<file path="src/rtl/tga_rle_pkg.sv">
package tga_rle_pkg;

	localparam int PIX_W    = 32;
	localparam int DATA_W   = 64;
	localparam int BCNT_W   = 4;
	localparam int RLEN_W   = 7;

	// Run packets close after this many equal successors (122 pixels in all)
	localparam logic [RLEN_W-1:0] RUN_LIMIT = 7'h79;
	localparam logic [7:0]        RUN_FLAG  = 8'h80;

	// Bytes in one output beat and in one run packet
	localparam logic [BCNT_W-1:0] BEAT_BYTES = 4'd8;
	localparam logic [BCNT_W-1:0] RUN_BYTES  = 4'd5;

	// Commands from the controller to the datapath
	typedef struct packed {
		logic                accept;     // latch the incoming pixel
		logic                hold;       // move the incoming pixel into the held slot
		logic                run_load;   // run value takes the held pixel
		logic                wr_en;      // write a pixel into the raw buffer
		logic                wr_sel_in;  // 1: incoming pixel, 0: held pixel
		logic                cap_a;      // capture the first pixel of a beat
		logic                carry_load; // load the carry byte with carry_val
		logic [7:0]          carry_val;
		logic                emit;       // load the output register
		logic                emit_run;   // beat carries the run value
		logic [BCNT_W-1:0]   byte_count;
		logic                packet_end;
		logic                last;
	} dp_cmd_t;

	// Status from the datapath to the controller
	typedef struct packed {
		logic pix_eq;    // held pixel equals incoming pixel
		logic out_free;  // output register can take a beat this cycle
	} dp_stat_t;

	// Keep the low n bytes of a beat
	function automatic logic [DATA_W-1:0] byte_mask(input logic [BCNT_W-1:0] n);
		logic [DATA_W-1:0] m;
		m = '0;
		for (int k = 0; k < DATA_W / 8; k++) begin
			if (BCNT_W'(k) < n) begin
				m[8*k +: 8] = 8'hFF;
			end
		end
		return m;
	endfunction

endpackage

</file>
<file path="src/rtl/tga_rle_dp.sv">
module tga_rle_dp #(
	parameter int RAW_MAX = 121,
	parameter int ADDR_W  = 7
) (
	input  logic                       clk,
	input  logic                       arst_n,
	input  logic [31:0]                s_tdata,
	input  tga_rle_pkg::dp_cmd_t       cmd,
	input  logic [ADDR_W-1:0]          wr_addr,
	input  logic [ADDR_W-1:0]          rd_addr,
	output tga_rle_pkg::dp_stat_t      stat,
	output logic                       m_tvalid,
	input  logic                       m_tready,
	output logic [71:0]                m_tdata,
	output logic                       m_tlast,
	output logic                       m_tuser
);
	import tga_rle_pkg::*;

	logic [PIX_W-1:0]  in_pix_q;
	logic [PIX_W-1:0]  held_q;
	logic [PIX_W-1:0]  run_val_q;
	logic [PIX_W-1:0]  pix_a_q;
	logic [PIX_W-1:0]  rdata_q;
	logic [7:0]        carry_q;
	logic [PIX_W-1:0]  raw_mem [RAW_MAX];

	logic [DATA_W-1:0] data_q;
	logic [BCNT_W-1:0] bcnt_q;
	logic              pend_q;
	logic              last_q;
	logic              valid_q;
	logic [DATA_W-1:0] beat;

	// Pixel registers
	always_ff @(posedge clk) begin
		if (cmd.accept) begin
			in_pix_q <= s_tdata;
		end
		if (cmd.hold) begin
			held_q <= in_pix_q;
		end
		if (cmd.run_load) begin
			run_val_q <= held_q;
		end
		if (cmd.cap_a) begin
			pix_a_q <= rdata_q;
		end
	end

	// Raw pixel buffer, one write and one registered read per cycle
	always_ff @(posedge clk) begin
		if (cmd.wr_en) begin
			raw_mem[wr_addr] <= cmd.wr_sel_in ? in_pix_q : held_q;
		end
		rdata_q <= raw_mem[rd_addr];
	end

	// Carry byte: packet header first, then the alpha byte that spills into the next beat
	always_ff @(posedge clk) begin
		if (cmd.carry_load) begin
			carry_q <= cmd.carry_val;
		end else if (cmd.emit && !cmd.emit_run) begin
			carry_q <= rdata_q[31:24];
		end
	end

	// Assemble a beat and drop the bytes past its count
	always_comb begin
		if (cmd.emit_run) begin
			beat = {24'd0, run_val_q, carry_q};
		end else begin
			beat = {rdata_q[23:0], pix_a_q, carry_q};
		end
		beat = beat & byte_mask(cmd.byte_count);
	end

	// Output register
	always_ff @(posedge clk) begin
		if (cmd.emit) begin
			data_q <= beat;
			bcnt_q <= cmd.byte_count;
			pend_q <= cmd.packet_end;
			last_q <= cmd.last;
		end
	end

	always_ff @(posedge clk or negedge arst_n) begin
		if (!arst_n) begin
			valid_q <= 1'b0;
		end else if (cmd.emit) begin
			valid_q <= 1'b1;
		end else if (m_tready) begin
			valid_q <= 1'b0;
		end
	end

	assign stat.pix_eq   = (held_q == in_pix_q);
	assign stat.out_free = !valid_q || m_tready;

	assign m_tvalid = valid_q;
	assign m_tdata  = {4'd0, bcnt_q, data_q};
	assign m_tlast  = pend_q;
	assign m_tuser  = last_q;

endmodule

</file>
<file path="src/rtl/tga_rle_ctrl.sv">
module tga_rle_ctrl #(
	parameter int RAW_MAX = 121,
	parameter int ADDR_W  = 7,
	parameter int CNT_W   = 7,
	parameter int LEN_W   = 9
) (
	input  logic                       clk,
	input  logic                       arst_n,
	input  logic                       s_tvalid,
	output logic                       s_tready,
	input  logic                       s_tlast,
	input  tga_rle_pkg::dp_stat_t      stat,
	output tga_rle_pkg::dp_cmd_t       cmd,
	output logic [ADDR_W-1:0]          wr_addr,
	output logic [ADDR_W-1:0]          rd_addr
);
	import tga_rle_pkg::*;

	localparam logic [2:0] ST_IDLE     = 3'd0;
	localparam logic [2:0] ST_HELD     = 3'd1;
	localparam logic [2:0] ST_ROW      = 3'd2;
	localparam logic [2:0] ST_RD_A     = 3'd3;
	localparam logic [2:0] ST_RD_B     = 3'd4;
	localparam logic [2:0] ST_EMIT_RAW = 3'd5;
	localparam logic [2:0] ST_EMIT_RUN = 3'd6;

	localparam logic [CNT_W-1:0] RAW_FULL = CNT_W'(RAW_MAX);

	logic [2:0]        state_q, state_d;
	logic              held_valid_q, held_valid_d;
	logic              end_q, end_d;
	logic              phase_b_q, phase_b_d;
	logic              last_q, last_d;
	logic [RLEN_W-1:0] run_len_q, run_len_d;
	logic [CNT_W-1:0]  raw_cnt_q, raw_cnt_d;
	logic [CNT_W:0]    idx_q, idx_d;
	logic [LEN_W-1:0]  rem_q, rem_d;

	logic [CNT_W-1:0]  flush_n;
	logic              flush_go;
	logic [CNT_W:0]    idx_next;
	logic              rem_final;

	assign idx_next  = idx_q + (CNT_W+1)'(1);
	assign rem_final = (rem_q <= LEN_W'(8));
	assign wr_addr   = raw_cnt_q[ADDR_W-1:0];

	// Sequencer
	always_comb begin
		state_d      = state_q;
		held_valid_d = held_valid_q;
		end_d        = end_q;
		phase_b_d    = phase_b_q;
		last_d       = last_q;
		run_len_d    = run_len_q;
		raw_cnt_d    = raw_cnt_q;
		idx_d        = idx_q;
		rem_d        = rem_q;
		cmd          = '0;
		s_tready     = 1'b0;
		flush_go     = 1'b0;
		flush_n      = raw_cnt_q;

		// Read the pixel of the second half of a beat unless told otherwise
		if (idx_next < (CNT_W+1)'(RAW_MAX)) begin
			rd_addr = idx_next[ADDR_W-1:0];
		end else begin
			rd_addr = '0;
		end

		unique case (state_q)
			ST_IDLE: begin
				s_tready = 1'b1;
				if (s_tvalid) begin
					cmd.accept = 1'b1;
					end_d      = s_tlast;
					state_d    = ST_HELD;
				end
			end
			// Settle the held pixel against the new one
			ST_HELD: begin
				held_valid_d = 1'b0;
				phase_b_d    = 1'b0;
				last_d       = !end_q;
				state_d      = ST_ROW;
				if (!held_valid_q) begin
					state_d = ST_ROW;
				end else if (stat.pix_eq && (run_len_q < RUN_LIMIT)) begin
					run_len_d    = run_len_q + RLEN_W'(1);
					cmd.run_load = 1'b1;
					if (raw_cnt_q != '0) begin
						flush_go = 1'b1;
					end
				end else if (run_len_q != '0) begin
					cmd.carry_load = 1'b1;
					cmd.carry_val  = RUN_FLAG | {1'b0, run_len_q};
					run_len_d      = '0;
					state_d        = ST_EMIT_RUN;
				end else begin
					cmd.wr_en = 1'b1;
					if (raw_cnt_q + CNT_W'(1) == RAW_FULL) begin
						flush_go = 1'b1;
						flush_n  = RAW_FULL;
					end else begin
						raw_cnt_d = raw_cnt_q + CNT_W'(1);
					end
				end
			end
			// Close the row, or hold the new pixel
			ST_ROW: begin
				phase_b_d = 1'b1;
				last_d    = 1'b1;
				if (end_q) begin
					if (run_len_q != '0) begin
						cmd.carry_load = 1'b1;
						cmd.carry_val  = RUN_FLAG | {1'b0, run_len_q};
						run_len_d      = '0;
						state_d        = ST_EMIT_RUN;
					end else begin
						cmd.wr_en     = 1'b1;
						cmd.wr_sel_in = 1'b1;
						flush_go      = 1'b1;
						flush_n       = raw_cnt_q + CNT_W'(1);
					end
				end else begin
					cmd.hold     = 1'b1;
					held_valid_d = 1'b1;
					state_d      = ST_IDLE;
				end
			end
			ST_RD_A: begin
				if (idx_q < (CNT_W+1)'(RAW_MAX)) begin
					rd_addr = idx_q[ADDR_W-1:0];
				end else begin
					rd_addr = '0;
				end
				state_d = ST_RD_B;
			end
			ST_RD_B: begin
				cmd.cap_a = 1'b1;
				state_d   = ST_EMIT_RAW;
			end
			ST_EMIT_RAW: begin
				if (stat.out_free) begin
					cmd.emit       = 1'b1;
					cmd.byte_count = rem_final ? rem_q[BCNT_W-1:0] : BEAT_BYTES;
					cmd.packet_end = rem_final;
					cmd.last       = rem_final && last_q;
					if (rem_final) begin
						state_d = phase_b_q ? ST_IDLE : ST_ROW;
					end else begin
						rem_d   = rem_q - LEN_W'(8);
						idx_d   = idx_q + (CNT_W+1)'(2);
						state_d = ST_RD_A;
					end
				end
			end
			ST_EMIT_RUN: begin
				if (stat.out_free) begin
					cmd.emit       = 1'b1;
					cmd.emit_run   = 1'b1;
					cmd.byte_count = RUN_BYTES;
					cmd.packet_end = 1'b1;
					cmd.last       = last_q;
					state_d        = phase_b_q ? ST_IDLE : ST_ROW;
				end
			end
			default: begin
				state_d = ST_IDLE;
			end
		endcase

		// Start a raw packet: header is the count less one
		if (flush_go) begin
			cmd.carry_load = 1'b1;
			cmd.carry_val  = 8'(flush_n) - 8'd1;
			rem_d          = (LEN_W'(flush_n) << 2) + LEN_W'(1);
			idx_d          = '0;
			raw_cnt_d      = '0;
			state_d        = ST_RD_A;
		end
	end

	always_ff @(posedge clk or negedge arst_n) begin
		if (!arst_n) begin
			state_q      <= ST_IDLE;
			held_valid_q <= 1'b0;
			end_q        <= 1'b0;
			phase_b_q    <= 1'b0;
			last_q       <= 1'b0;
			run_len_q    <= '0;
			raw_cnt_q    <= '0;
			idx_q        <= '0;
			rem_q        <= '0;
		end else begin
			state_q      <= state_d;
			held_valid_q <= held_valid_d;
			end_q        <= end_d;
			phase_b_q    <= phase_b_d;
			last_q       <= last_d;
			run_len_q    <= run_len_d;
			raw_cnt_q    <= raw_cnt_d;
			idx_q        <= idx_d;
			rem_q        <= rem_d;
		end
	end

endmodule

</file>
<file path="src/rtl/tga_rle_pixel_encoder.sv">
// TGA run-length encoder for 32-bit pixels.
// Slave channel: one pixel per beat in s_tdata (blue, green, red, alpha from bit 0),
// s_tlast marks the last pixel of a row. Master channel: packet bytes, up to eight
// per beat, first byte in bits 7:0, byte count in m_tdata[67:64], m_tlast on the
// beat that ends a packet, m_tuser on the final beat caused by one input pixel.
// Each pixel is held one item to compare it with the next; unequal pixels collect
// in a RAW_MAX-entry buffer until their packet closes. Packets never cross a row.
// A pixel that starts no packet passes the held and row states before the next ready.
// A run packet adds one beat. A raw packet of n pixels comes out as ceil((1 + 4n) / 8)
// beats, each built in the states RD_A, RD_B and EMIT_RAW: the buffer has one read port
// and a beat spans two pixels, read one per cycle. The output register lets the next
// beat be built while the current one waits; a stalled m_tready holds the beat and
// pauses the sequencer, and s_tready stays low until the pixel is fully handled.
// Reset clears the held pixel, run and raw counts and the output valid; the raw
// buffer needs no clearing.
module tga_rle_pixel_encoder #(
	parameter int RAW_MAX = 121
) (
	input  logic        clk,
	input  logic        arst_n,
	input  logic        s_tvalid,
	output logic        s_tready,
	input  logic [31:0] s_tdata,   // [31:0] pixel
	input  logic        s_tlast,   // row_end
	output logic        m_tvalid,
	input  logic        m_tready,
	output logic [71:0] m_tdata,   // [63:0] data, [67:64] byte_count, [71:68] zero
	output logic        m_tlast,   // packet_end
	output logic        m_tuser    // [0] last
);
	import tga_rle_pkg::*;

	localparam int ADDR_W = (RAW_MAX > 1) ? $clog2(RAW_MAX) : 1;
	localparam int CNT_W  = $clog2(RAW_MAX + 1);
	localparam int LEN_W  = $clog2(4 * RAW_MAX + 10);

	dp_cmd_t           cmd;
	dp_stat_t          stat;
	logic [ADDR_W-1:0] wr_addr;
	logic [ADDR_W-1:0] rd_addr;

	tga_rle_ctrl #(
		.RAW_MAX (RAW_MAX),
		.ADDR_W  (ADDR_W),
		.CNT_W   (CNT_W),
		.LEN_W   (LEN_W)
	) u_ctrl (
		.clk      (clk),
		.arst_n   (arst_n),
		.s_tvalid (s_tvalid),
		.s_tready (s_tready),
		.s_tlast  (s_tlast),
		.stat     (stat),
		.cmd      (cmd),
		.wr_addr  (wr_addr),
		.rd_addr  (rd_addr)
	);

	tga_rle_dp #(
		.RAW_MAX (RAW_MAX),
		.ADDR_W  (ADDR_W)
	) u_dp (
		.clk      (clk),
		.arst_n   (arst_n),
		.s_tdata  (s_tdata),
		.cmd      (cmd),
		.wr_addr  (wr_addr),
		.rd_addr  (rd_addr),
		.stat     (stat),
		.m_tvalid (m_tvalid),
		.m_tready (m_tready),
		.m_tdata  (m_tdata),
		.m_tlast  (m_tlast),
		.m_tuser  (m_tuser)
	);

endmodule

</file>
<file path="config.mk">
export PLATFORM = sky130hd
export DESIGN_NAME = tga_rle_pixel_encoder
export DESIGN_NICKNAME = d
export VERILOG_FILES = /design/src/rtl/tga_rle_pkg.sv /design/src/rtl/tga_rle_dp.sv /design/src/rtl/tga_rle_ctrl.sv /design/src/rtl/tga_rle_pixel_encoder.sv
export SDC_FILE = /design/constraint.sdc
export NUM_CORES = 2
export LEC_CHECK = 0
export BUFFER_PORTS_ARGS = -buffer_cell sky130_fd_sc_hd__buf_2
export CAP_MARGIN = 30
export CORE_MARGIN = 2
export CORE_UTILIZATION = 30
export DETAILED_ROUTE_END_ITERATION = 8
export PLACE_DENSITY_LB_ADDON = 0.25
export REMOVE_ABC_BUFFERS = 1
export SETUP_SLACK_MARGIN = 0.3
export SLEW_MARGIN = 10
export SYNTH_ARGS = -nofsm -noshare
export SYNTH_HDL_FRONTEND = slang
export SYNTH_SLANG_ARGS = --single-unit
</file>
<file path="constraint.sdc">
create_clock -name clk -period 6.3 [get_ports clk]
set_clock_uncertainty 0.1 [all_clocks]
set_input_delay 0.315 -clock clk [delete_from_list [all_inputs] [get_ports clk]]
set_output_delay 0.315 -clock clk [all_outputs]
set_load 0.01 [all_outputs]
</file>
# Yosys cells after proc, flatten, opt, wreduce, memory -nomap -nowiden
# Memory sizes are Yosys's and may differ from the RTL's. A register that Yosys moved wholly into a read port is not among the register bits.
# Index checks and enable logic that the tools add are counted.
[classes]
addsub = 7
magnitude_cmp = 12
eq_ne = 19
muxes = 96
bitwise_logic = 1
n_reduce_logical = 23
[ops]
columns = ["op", "n"]
rows = [
  ["$mux 7", 19],
  ["$mux 8", 15],
  ["$mux 9", 9],
  ["$and 64x64->64", 1],
  ["$mux 64", 1],
  ["$eq 32x32->1", 1],
  ["$mux 32", 1],
  ["$mux 3", 10],
  ["$pmux 7 s2", 2],
  ["$mux 1", 24],
  ["$pmux 3 s7", 1],
  ["$pmux 9 s2", 1],
  ["$lt 3x4->1 const A", 4],
  ["$lt 8x7->1 const B", 2],
  ["$add 7x1->7 const B", 2],
  ["$reduce_bool 2->1", 7],
  ["$reduce_bool 7->1", 2],
  ["$ne 2x1->1 const B", 6],
  ["$pmux 1 s2", 6],
  ["$pmux 6 s2", 1],
  ["$add 9x1->9 const B", 1],
  ["$eq 3x3->1 const B", 3],
  ["$le 9x4->1 const B", 1],
  ["$ne 3x2->1 const B", 3],
  ["other kinds (23)", 35],
]
[totals]
register_bits = 245
ramBits = 3872
output_inout_bits = 76
memories = 1
[mem_list]
columns = ["memory", "words", "word_bits", "read_ports", "rd_clocked_by_memory_dff", "wr", "line_no", "source"]
rows = [
  ["u_dp.raw_mem", 121, 32, 1, 1, 1, "tga_rle_dp.sv:26", "logic [PIX_W-1:0] raw_mem [RAW_MAX];"],
]

# Longest topological paths before layout
[depth]
word_depth = 10
ltp_mapped = 15
mapped_depth_nobuf = 13

# Modules after synthesis
# From an unflattened synthesis, not the netlist that was laid out.
[unflattened]
cells_unflattened = 7215
area_unflattened_um2 = 159860.8
[by_module_without_submodules]
columns = ["module", "instances", "cells_each", "area_each_um2"]
rows = [
  ["tga_rle_dp", 1, 6874, 157219.5],
  ["tga_rle_ctrl", 1, 341, 2641.3],
]

# Worst setup path after synthesis
# No wires, ideal clock.
[synth_path]
path_type = "register to register"
startpoint = "register u_ctrl.run_len_q[3]"
endpoint = "memory u_dp.raw_mem[108][0] (enable)"
setup_time_ps = 421
t_arrival_ps = 3576
t_required_ps = 5779
setup_slack_ps = 2202
stages_incl_launch_ff = 11
n_path_buf = 2
synth_period_minus_slack_ps = 4098
path_cell_list = "dfrtp_1 > and3_1 > o311a_1 > nor3_1 > a31oi_1 > or2_2 > nand3_1 > or3b_2 > clkbuf_1 > clkbuf_1 > nor2_1"
[synth_via]
elab_chain_cells = 7
elab_cells_between_ends = 11
[synth_lines]
columns = ["item", "line_no", "source"]
rows = [
  ["from (decl)", "tga_rle_ctrl.sv:34", "logic [RLEN_W-1:0] run_len_q, run_len_d;"],
  ["from (signal assigned)", "tga_rle_ctrl.sv:201", "run_len_q <= run_len_d;"],
  ["$lt 7x7->1 or $reduce_bool 7->1 (tied branches)", "tga_rle_ctrl.sv:88, tga_rle_ctrl.sv:94, tga_rle_ctrl.sv:114", ""],
  ["$logic_and 1x1->1 or $mux 1 (tied branches)", "tga_rle_ctrl.sv:88, tga_rle_ctrl.sv:94", ""],
  ["$mux 1", "tga_rle_ctrl.sv:88", "end else if (stat.pix_eq && (run_len_q < RUN_LIMIT)) begin"],
  ["$mux 2", "tga_rle_ctrl.sv:86", "if (!held_valid_q) begin"],
  ["$pmux 1 s2 *", "tga_rle_ctrl.sv:71", "unique case (state_q)"],
  ["$mux 1 *", "tga_rle_dp.sv:53", "if (cmd.wr_en) begin"],
  ["$mux 1 *", "tga_rle_dp.sv:54", "raw_mem[wr_addr] <= cmd.wr_sel_in ? in_pix_q : held_q;"],
  ["to (decl)", "tga_rle_dp.sv:26", ""],
]
# Mark *: on every way between the ends. The rest lies on a longest branch, timed or not.

# Final worst setup path
[layout_path]
startpoint = "register u_ctrl.state_q[0]"
endpoint = "register u_dp.rdata_q[3], read port of u_dp.raw_mem"
[layout_via]
elab_chain_cells = 2
[layout_lines]
columns = ["item", "line_no", "source"]
rows = [
  ["from (decl)", "tga_rle_ctrl.sv:29", "logic [2:0] state_q, state_d;"],
  ["from (signal assigned)", "tga_rle_ctrl.sv:196", "state_q <= state_d;"],
  ["$eq 3x2->1", "tga_rle_ctrl.sv:71", ""],
  ["$mux 7", "tga_rle_ctrl.sv:71", ""],
  ["to (decl)", "tga_rle_dp.sv:24", "logic [PIX_W-1:0] rdata_q;"],
]
# Every way passes these cells.
# A chain may end at the register's enable or synchronous reset.

==> summary.md <==
| Metric | Value |
|---|---|
| Max Transition Viols Final | 0 |
| Hold_ws | ~0.21 ns |
| Crit-path max FO | 62 |
| Critical Path RT | 7.22 ns |
| Detailed placement HPWL | about 380000 um |
| Die X | 742 um |
| Synth Warn # | 0 |
| Clock latency on the worst-skew pair | about 1.2 ns |
| IO Pins | approximately 110 |
| Worst hold-check path type | in -> reg |
| Num CTS Buffers | about 440 |
| Post-CTS Hold Buffers | 69 |
| Die Ht | 742 um |
| Asr flop ratio synth | less than 1% |
| Worst Tran Pin Value | around 1.2 ns |
| DRC | 0 |
| Die area | 550000 um2 |
| Seq/Total Area, Yosys | between 70% and 80% |
| Most used routing layer | met2 |
| Cell variety after synth | 85 |
| Final hold vios | 0 |
| GR Util met2 | approximately 34% |
| RSZ-0062 raised after global routing | false |
| Final wirelength | between 600000 and 700000 um |
| Core Area | between 500000 and 600000 um2 |
| Top FF cell, synth | edfxtp_1 |
| Static Leak | approximately 61 nW |
| Largest net degree at the start of global routing | roughly 110 |
| Fmax | 177 MHz |
| # rows | 270 |
| Fin crit share | between 80 and 90% |
| Fin crit period | between 5 and 6 ns |
| Seq cells post-synth | a little over 4000 |
| Avg WL per Cell | roughly 34 um |
| Kind of critical path | reg -> reg |
| Max Cap Viol | 0 |
| Crit path DAT | 6.58 ns |
| Fin nets | 11200 |
| Pre-CTS WS | slightly above 0.8 ns |
| 1st-iter DRT viols | between 15000 and 20000 |
| Utilization after layout | about 35% |
| DRT antenna net count | 0 |
| Clk pin slew, worst setup/hold paths | roughly 0.060 ns |
| Area grow syn2layout | 17.3% |
| Clk buf depth | 4 |
| Relative slew margins | about a fifth |
| # clock sinks | between 4000 and 5000 |
| Share of post-route cells with drive strength above 1 | 15.1% |
| Pwr Density | between 400 and 500 nW/um2 |
| Outcome | completed |
| Vias | around 100k |
| Final-report setup violation count | 0 |
| Post-CTS Setup Bufs | 0 |
| Global-route wire length before repair | ~860000 um |
| Clock root buffer | clkbuf_16 |
| Routing usage on met3 | 4.10% |
| EDFF count, synth | 4078 |
| Setup crit start kind | flip-flop |
| Post-CTS resize count | 0 |
| CTS tree | yes |
| Most frequent cells in the layout | edfxtp_1 (4078), nand2_1 (1772), buf_4 (490) |
| I/O Buffers | 108 |
| Leading cell type in the layout, fill and taps excluded | edfxtp_1 |
| Drt via density | roughly 5.6 |
| Routability Congestion | ~0.93 |
| Syn avg cell area | 15.2 um2 |
| Final Instance Area | roughly 190000 um2 |
| GRT Util Overall | between 20% and 30% |
| Global route overflow | 0 |
| Peak supply drop | slightly above 300 uV |
| Synth top area cells | edfxtp_1 (75%), nand2_1 (4.2%), mux2i_1 (2.7%) |
| CP endpoint kind | flip-flop |
| DP Area | approximately 180000 um2 |
| Post-synthesis instance total | 10700 |
| Final WS setup | roughly 0.65 ns |
| M1 GR Usage | a little under a third |
| Mapped cell area | between 150000 and 200000 um2 |
| Initial DRT Pass Iterations | 8 |
| Yosys top cell by area | edfxtp_1 |
| Yosys top cell area share | 75.0% |
| Vias in the first global route | approximately 97000 |
| Starting Density | between 30% and 40% |
| CTS H-tree lvls | 5 |
| Number of antenna violations at the first check in global routing | 60 |
[worst max-delay path: stages, from the launching register on]
cell       delay (ns)
dfrtp_1          0.79
and3b_4          0.83
a22oi_2          0.24
buf_4            0.28
buf_12           0.27
o211ai_1         0.37
o21ai_0          0.18
a2111oi_1        0.72
buf_4            0.25
nor4_2           0.06
buf_4            0.20
buf_4            0.14
a41oi_1          0.58
nor3b_1          0.30
buf_4            0.14
[synthesized netlist by cell type, types with 136 or more instances]
| master | count |
|---|---|
| o21ai_0 | 320 |
| nand2_1 | 1814 |
| o22ai_1 | 136 |
| nor2_1 | 316 |
| a21oi_1 | 387 |
| a31oi_1 | 218 |
| and3_1 | 146 |
| buf_2 | 362 |
| clkbuf_1 | 261 |
| nand3_1 | 466 |
| o221ai_1 | 146 |
| a211oi_1 | 171 |
| mux2i_1 | 447 |
| edfxtp_1 | 4078 |
[sequential cells by signal (all words and copies together), names as in the netlist, 3 cells and up]
signal / flops
u_dp.run_val_q: 32
u_ctrl.wr_addr: 7
u_dp.held_q: 32
u_dp.raw_mem: 3872
u_dp.bcnt_q: 4
u_dp.rdata_q: 32
u_dp.data_q: 64
u_ctrl.idx_q: 7
u_dp.carry_q: 8
u_ctrl.rem_q: 8
u_dp.in_pix_q: 32
u_ctrl.run_len_q: 7
u_ctrl.state_q: 3
u_dp.pix_a_q: 32
[metal layers]
layer,vias up,routed length (um)
met5,-,53
met4,8,31900
met3,1029,58300
met2,5746,285000
met1,55000,260000
li1,42800,-
[path summary, 6_finish.rpt]
check                                        from           endpoint  slack, ns  cells past startpoint
worst max-delay path            u_ctrl.state_q[0]    u_dp.rdata_q[3]       0.65                     14
worst min-delay path                     m_tready  u_ctrl.state_q[2]       0.21                      4
worst max register to register  u_ctrl.state_q[0]    u_dp.rdata_q[3]       0.65                     14
worst min register to register   u_dp.in_pix_q[5]     u_dp.held_q[5]       0.37                      0
max in group asynchronous                  arst_n    u_ctrl.idx_q[1]       5.19                      4
min in group asynchronous                  arst_n    u_ctrl.idx_q[7]       0.34                      4
[where the power goes]
part / internal [mW] / switching (mW) / leakage (nW) / total, mW
clock: 14.3 / 11.3 / 6.80 / 25.7
sequential: 33.4 / 0.976 / 37.5 / 34.4
combinational: 6.83 / 21.0 / 16.6 / 27.9
[logic make-up after synthesis]
logic type	count (synthesis)	synth area share, %
simple gates	3100	8.21
other cells	1	0.00230
mux	639	4.90
buf+inv	779	2.20
xor+xnor	63	0.338
compound gates	2001	8.36
fa+ha+maj	7	0.0536
flops	4147	75.9
[per-stage QoR]
step,std cells,total power [mW],TNS [ns]
2_1_floorplan,9979,48.6,-2120.45
3_3_place_gp,17800,61.8,0
3_5_place_dp,17900,62.1,0
4_1_cts,18800,87.5,0
5_1_grt,18800,89.6,0
6_report,18800,87.9,0
[area by class of cell]
class	instances	area (um2)
fillers	51400	350000
flip-flops and latches	4147	124000
multi-input cells	5815	37200
clock buffers	563	11600
well taps	7208	9020
repair buffers	779	7030
clock inverters	240	2470
diodes	46	115
inverters	17	71.3
Power figures use the tool's default switching activity.
